[config.mk]
export PLATFORM = sky130hd
export DESIGN_NAME = gke_ctrl
export DESIGN_NICKNAME = d
export VERILOG_FILES = /design/src/gke_pkg.sv /design/src/gke_ctrl.sv
export SDC_FILE = /design/constraint.sdc
export NUM_CORES = 1
export LEC_CHECK = 0
export BUFFER_PORTS_ARGS = -buffer_cell sky130_fd_sc_hd__buf_2
export CAP_MARGIN = 10
export CORE_AREA = 2 2 39 41
export DETAILED_ROUTE_END_ITERATION = 10
export DIE_AREA = 0 0 41 43
export GPL_TIMING_DRIVEN = 0
export PLACE_DENSITY = 0.45
export SLEW_MARGIN = 40
export SYNTH_ARGS = -nofsm -noshare
export SYNTH_HDL_FRONTEND = slang
export SYNTH_SLANG_ARGS = --single-unit
[constraint.sdc]
create_clock -name clk -period 1.3 [get_ports clk]
set_input_delay 0.195 -clock clk [delete_from_list [all_inputs] [get_ports clk]]
set_output_delay 0.195 -clock clk [all_outputs]
set_load 0.02 [all_outputs]
[src/gke_pkg.sv]
// ----------------------------------------------------------------------------
// gke_pkg
// Shared types and constants for the GF(2) kernel basis elimination block.
// ----------------------------------------------------------------------------
`default_nettype none

package gke_pkg;

  localparam int unsigned VecPortW = 64;
  localparam int unsigned TagW     = 64;
  localparam int unsigned SlotW    = 6;
  localparam int unsigned CountW   = 7;

  // dependent count saturates here
  localparam logic [CountW-1:0] CountMax = 7'd64;

  typedef struct packed {
    logic                start_new;
    logic [VecPortW-1:0] vector_in;
    logic [TagW-1:0]     combination_in;
    logic                last_in_set;
  } item_t;

  typedef struct packed {
    logic              dependent;
    logic [TagW-1:0]   kernel_vector;
    logic [SlotW-1:0]  pivot_slot;
    logic [CountW-1:0] kernel_count;
    logic              dimension_mismatch;
  } result_t;

  // controller to datapath
  typedef struct packed {
    logic load;        // capture a new item
    logic step;        // move scan position down one bit
    logic apply;       // xor fetched pivot into vector and tag
    logic store;       // keep remainder as new pivot, finish
    logic finish_dep;  // remainder is zero, finish
  } dp_cmd_t;

  // datapath to controller
  typedef struct packed {
    logic vec_zero;
    logic bit_set;
    logic slot_valid;
  } dp_status_t;

endpackage

`default_nettype wire

[src/gke_ctrl.sv]
// ----------------------------------------------------------------------------
// gke_ctrl
// Sequencer for the bit-serial reduction: scan, fetch pivot, finish.
// ----------------------------------------------------------------------------
`default_nettype none

module gke_ctrl (
  input  wire logic                clk,
  input  wire logic                rst,
  input  wire logic                start,
  input  wire gke_pkg::dp_status_t status,
  output gke_pkg::dp_cmd_t         cmd,
  output logic                     busy,
  output logic                     done
);

  typedef enum logic [1:0] {
    ST_IDLE,
    ST_SCAN,
    ST_XOR
  } state_t;

  state_t state;
  logic   finish;

  assign finish = status.vec_zero || (status.bit_set && !status.slot_valid);

  always_comb begin
    cmd = '0;
    case (state)
      ST_IDLE: begin
        cmd.load = start;
      end
      ST_SCAN: begin
        if (status.vec_zero) begin
          cmd.finish_dep = 1'b1;
        end else if (status.bit_set && !status.slot_valid) begin
          cmd.store = 1'b1;
        end else if (!status.bit_set) begin
          cmd.step = 1'b1;
        end
      end
      ST_XOR: begin
        cmd.apply = 1'b1;
      end
      default: begin
        cmd = '0;
      end
    endcase
  end

  always_ff @(posedge clk) begin
    if (rst) begin
      state <= ST_IDLE;
      busy  <= 1'b0;
      done  <= 1'b0;
    end else begin
      done <= 1'b0;
      case (state)
        ST_IDLE: begin
          if (start) begin
            state <= ST_SCAN;
            busy  <= 1'b1;
          end
        end
        ST_SCAN: begin
          if (finish) begin
            state <= ST_IDLE;
            busy  <= 1'b0;
            done  <= 1'b1;
          end else if (status.bit_set) begin
            // pivot read is issued this cycle, data lands next cycle
            state <= ST_XOR;
          end
        end
        ST_XOR: begin
          state <= ST_SCAN;
        end
        default: begin
          state <= ST_IDLE;
          busy  <= 1'b0;
        end
      endcase
    end
  end

endmodule

`default_nettype wire

==> flow_summary.toml, run 1 <==
[critical_path]
r2r-end = "state[1]$_SDFFE_PP0P_"
path_class = "flip-flop to output port"
r2r_cells = 3
required_ns = 1.11
cp-end-kind = "output port"
rr_startpoint = "state[1]$_SDFFE_PP0P_"
startpoint_type = "flip-flop"
arrival_ns = 1.03
critPathMaxFanout = 6
r2r_slack_ns = 0.32

[detailed_routing]
vias = 208
drtAntennaViolNets = 0
routedWlPerCell_um = 8.60
firstDrtPassIters = 1
vias_per_cell = 4.00
drt_wl_total_um = 447
drc = 0
drtIter0Drc = 0

[clock_tree]
cts_made_buffers = 3
clock-sinks = 4
h-tree-depth = 1
clockBufferDepth = 2
cts-root-buf = "clkbuf_4"
clk_latency_ns = 0.23
clk_pin_slew_ns = 0.04
cts_tree = "done"
cts_setup_buffers = 0
hold_buffers = 0

[run_status]
status = "completed"

[synth]
synthArstFlopShare_pct = 0
synth_edf_count = 0
ys_seq_area_share_pct = 39.5
synthTopCellsByArea = "dfxtp_1 40%, nand3b_4 9.9%, nor3_1 7.4%"
synthesis.area_um2 = 203
synth_largest_type_area_fraction_pct = 39.5
syn_inst = 21
synth_top_flop_cell = "dfxtp_1"
synthesis.area_per_instance_um2 = 9.65
yosys_warnings = 0
synth_common_cells = "4 x dfxtp_1, 4 x nor2_1, 3 x nor3_1, 2 x a211oi_1"
synth_top_area_cell = "dfxtp_1"
synth_nets = 27
synth_seq_cells = 4
ys_types = 12

[finish]
num_antenna_cells = 0
layout.nets = 44
area_growth_syn_to_layout_pct = 58.0
nFillCells = 160
drive_above_1_share_pct = 58.3

[die]
fp.dieH_um = 43
die-area_um2 = 1760
core_um2 = 1380
initial_utilization_pct = 14.6
ios = 13
rows = 14
die_width_um = 41

[sta]
hold_violations = 0
post-route-min-period_ns = 1.22
rsz0062_at_grt = "yes"
drv_slew = 0
whs_ns = 0.171
fin_crit_sh_pct = 94.2
finalClockSkew_ns = 0.000837
setup_tns_ns = 0
max_slew.worst_pin.slew_ns = 0.216
slew_headroom_pct = 85.5
clock.fmax_mhz = 817
setup-violations-final = 0

[grt]
antenna_found_initial = 0
grt_pass1_vias = 221
overflow = 0
grt_start_max_net_pins = 7
grt_usage_pct = 7.02
grt_pass1_wl_um = 807

[min_path]
min-delay-start = "rst"
hp-class = "primary input to flip-flop"
hold_end = "state[0]$_SDFFE_PP0P_"
min_delay_path_depth = 2

[placed_design]
io_buffers = 12
routabilityCongestion = 0.658
post-dp-hpwl_um = 358

[power]
p_leak_nw = 0.150
power_density_nw_per_um2 = 1110
irDropWorstVdd_uv = 278
power_mw = 0.355

[flow_run]
maxCapViolCount = 0
registers in the layout, indices dropped and copies added, names as in the netlist:
name	count
state	2
done	1
busy	1
through the flow:
step	utilization [%]	worst slack [ns]	area (µm²)	instances
after floorplan	-	0.0153	203	21
after global placement	20.4	0.198	283	49
after detailed placement	20.4	0.210	283	49
after CTS	22.5	0.0117	312	52
after global routing	23.1	-0.00190	320	52
final	23.1	0.0760	320	52
what timing repair did:
| item | 4_1_cts | 5_1_grt |
|---|---|---|
| resized for setup | 2 | 3 |
| pin swaps | 0 | 0 |
| endpoints found under the setup margin | 2 | 2 |
| gates cloned | 0 | 0 |
cell families (layout without fill, tap and decap cells):
group	count (synthesis)	count (layout)	synth area share (%)
buffers and inverters	1	16	1.85
and+or+nand+nor	13	13	46.3
DFF	4	4	39.5
AOI/OAI and AO/OA	3	3	12.3
layout make-up:
| class | instances | area, µm² | share of cell area (%) |
|---|---|---|---|
| well taps | 16 | 20.0 | 6.25 |
| multi-input cells | 16 | 129 | 40.2 |
| inverters | 1 | 3.75 | 1.17 |
| flip-flops and latches | 4 | 82.6 | 25.8 |
| repair buffers | 12 | 62.6 | 19.5 |
| clock buffers | 3 | 22.5 | 7.03 |
per-layer routing:
| metal | GRT usage, % | share of wire, % | vias to the layer above | wire length [µm] |
|---|---|---|---|---|
| li1 | - | - | 108 | - |
| met1 | 8.33 | 52 | 89 | 233 |
| met2 | 9.06 | 38 | 11 | 172 |
| met3 | 1.57 | 9.2 | 0 | 41 |
| met4 | 8.00 | 0 | 0 | 0 |
| met5 | 0 | 0 | - | 0 |
worst max path at each step:
stage / startpoint / to / slack, ns / cells past startpoint
2_1_floorplan: state[0]$_SDFFE_PP0P_ / busy$_SDFFE_PP0P_ / 0.02 / 3
3_3_place_gp: state[1]$_SDFFE_PP0P_ / cmd[1] / 0.20 / 3
3_5_place_dp: state[1]$_SDFFE_PP0P_ / cmd[1] / 0.21 / 3
4_1_cts: state[1]$_SDFFE_PP0P_ / cmd[1] / 0.01 / 3
5_1_grt: state[1]$_SDFFE_PP0P_ / cmd[3] / -0.002 / 3
6_report: state[1]$_SDFFE_PP0P_ / cmd[1] / 0.08 / 3
where the power goes:
group | internal, mW | total [mW] | switching [mW]
logic | 0.0269 | 0.0632 | 0.0363
clock network | 0.103 | 0.155 | 0.0520
registers | 0.130 | 0.136 | 0.00603
layout by cell type (no fill, tap or decap):
cell and n:
buf_4 1, nor2b_1 1, nor3_2 1, nor3b_1 1, inv_1 1, o32a_1 1, buf_2 11, a211oi_1 2
dfxtp_2 2, nand3b_4 1, nor3_1 2, nor2_1 4, dfxtp_1 2, nor4b_2 1, nand2b_4 1, clkbuf_4 3
nand2b_1 1
critical path, cell delays in order, from the launching register on:
cell,delay [ns]
dfxtp_2,0.33
nand2b_4,0.16
nor3_2,0.15
buf_4,0.16
No activity file was read; power rests on OpenSTA's default activity.
==> run 2, diff against run 1 <==
Settings changed: BUFFER_PORTS_ARGS -buffer_cell sky130_fd_sc_hd__buf_2 to not set, DONT_BUFFER_PORTS set to 1, PLACE_DENSITY 0.45 to not set, PLACE_DENSITY_LB_ADDON set to 0.15.
==> run 2 against run 1 <==
Effect of this change: clock power barely moved; cell count down 21%; flip-flop and latch count stayed put; global-route usage down 0.19 points; sequential share of layout area up 2.7 points.
==> flow_summary.toml, run 2 (synthesis results as in run 1) <==
[run_status]
status = "completed"

[critical_path]
critPathLaunch = "state[1]$_SDFFE_PP0P_"
r2r_slack_ns = 0.16
startpoint_type = "flip-flop"
required_ns = 1.11
r2r-end = "state[1]$_SDFFE_PP0P_"
arrival_ns = 1.05
crit_path_end = "cmd[1]"
r2r_cells = 4
critPathMaxFanout = 5
cp-end-kind = "output port"
rr_startpoint = "state[1]$_SDFFE_PP0P_"
path_class = "flip-flop to output port"

[sta]
max_slew.worst_pin.slew_ns = 0.430
post-route-min-period_ns = 1.25
clock.fmax_mhz = 801
slew_headroom_pct = 71.2
setup-violations-final = 0
hold_violations = 0
rsz0062_at_grt = "no"
fin_crit_sh_pct = 96.0
drv_slew = 0
setup_slack_ns = 0.0517
setup_tns_ns = 0
finalClockSkew_ns = 0.000919

[power]
power.share.clock_pct = 45.4
power.switching_mw = 0.0926
power_density_nw_per_um2 = 1190
p_leak_nw = 0.110
irDropWorstVdd_uv = 211
power.share.combinational_pct = 13.5
swShare_pct = 26.7
power_mw = 0.346
seqPwrFrac_pct = 41.1
cellInternalPower_mw = 0.254

[detailed_routing]
vias = 185
drt_wl_total_um = 502
drtAntennaViolNets = 0
firstDrtPassIters = 3
drtIter0Drc = 1
routedWlPerCell_um = 12.2
vias_per_cell = 4.51
drc = 0

[clock_tree]
clockBufferDepth = 2
hold_buffers = 0
h-tree-depth = 1
cts_made_buffers = 3
cts_tree = "done"
cts-root-buf = "clkbuf_4"
clk_latency_ns = 0.24
clock-sinks = 4
clk_pin_slew_ns = 0.04

[placed_design]
place_ws_ns = -0.108
io_buffers = 0
dp_cells = 37
routabilityCongestion = 0.658
post-dp-hpwl_um = 369

[finish]
area_growth_syn_to_layout_pct = 43.2
layout_common_cells = "3 x nor2_1, 3 x clkbuf_4"
drive_above_1_share_pct = 52.0
multiInputGateArea_um2 = 154
largestRegisters = "state (2), busy (1), done (1)"
register_area_um2 = 82.6
finalNonFillerCells = 41
largest_reg_flops = 2
num_antenna_cells = 0
top_register = "state"
utilization_pct = 21.0
nFillCells = 155
layout.nets = 33

[die]
core_um2 = 1380
fp.dieH_um = 43
initial_utilization_pct = 14.6
ios = 13
die_width_um = 41
die-area_um2 = 1760
rows = 14

[min_path]
hp-class = "primary input to flip-flop"

[grt]
grt_pass1_wl_um = 745
overflow = 0
grt_usage_pct = 6.83
antenna_found_initial = 0
grt_pass1_vias = 176
grt_start_max_net_pins = 7

[flow_run]
maxCapViolCount = 0
-- run 2: changes by cell type in the layout (fill, tap and decap cells not counted), sizes merged --
cell	delta
buf	-11
-- run 2: routing by layer --
metal	up-vias	wire (µm)	global-route usage, %
met2	13	227	6.88
li1	87	-	-
met3	2	75	3.14
met4	0	14	10.0
met5	-	0	0
met1	83	184	8.06
-- run 2: power groups by stage --
stage / Clock (mW) / Combinational (mW) / Sequential (mW)
2_1_floorplan: 0 / 0.0331 / 0.141
3_3_place_gp: 0 / 0.0372 / 0.143
3_5_place_dp: 0 / 0.0368 / 0.143
4_1_cts: 0.165 / 0.0407 / 0.141
5_1_grt: 0.173 / 0.0507 / 0.143
6_report: 0.157 / 0.0467 / 0.142
-- run 2: final cells by class --
| type | count | area share [%] |
|---|---|---|
| multi-input combinational | 16 | 53.0 |
| inverter | 1 | 1.29 |
| clock buffer | 3 | 7.76 |
| timing repair buffer | 1 | 2.59 |
| tap | 16 | 6.90 |
| sequential | 4 | 28.4 |
-- run 2: what timing repair did --
item | CTS | global route
setup endpoints to repair | 5 | 3
setup buffers | 0 | 1
pin swaps | 0 | 1
cloned | 0 | 0
endpoints found under the hold margin | 0 | 0
resized for setup | 4 | 5
-- run 2: worst min-delay path by stage --
| stage | endpoint | cells past startpoint | slack [ns] | from |
|---|---|---|---|---|
| finish | state[1]$_SDFFE_PP0P_ | 1 | 0.02 | rst |
| global route | state[1]$_SDFFE_PP0P_ | 1 | 0.01 | rst |
| CTS | state[1]$_SDFFE_PP0P_ | 1 | 0.02 | rst |
| detailed placement | state[1]$_SDFFE_PP0P_ | 1 | 0.27 | rst |
| global placement | state[1]$_SDFFE_PP0P_ | 1 | 0.27 | rst |
| floorplan | state[1]$_SDFFE_PP0P_ | 1 | 0.27 | rst |
-- run 2: critical path: stages, from the launching register on --
cell      delay (ns)
dfxtp_2         0.33
nand2b_4        0.18
nor3_4          0.30
-- run 2: through the flow --
stage	instance area, µm²	hold WS (ns)
2_1_floorplan	203	0.266
3_3_place_gp	223	0.270
3_5_place_dp	223	0.269
4_1_cts	267	0.0187
5_1_grt	290	0.0111
6_report	290	0.0176
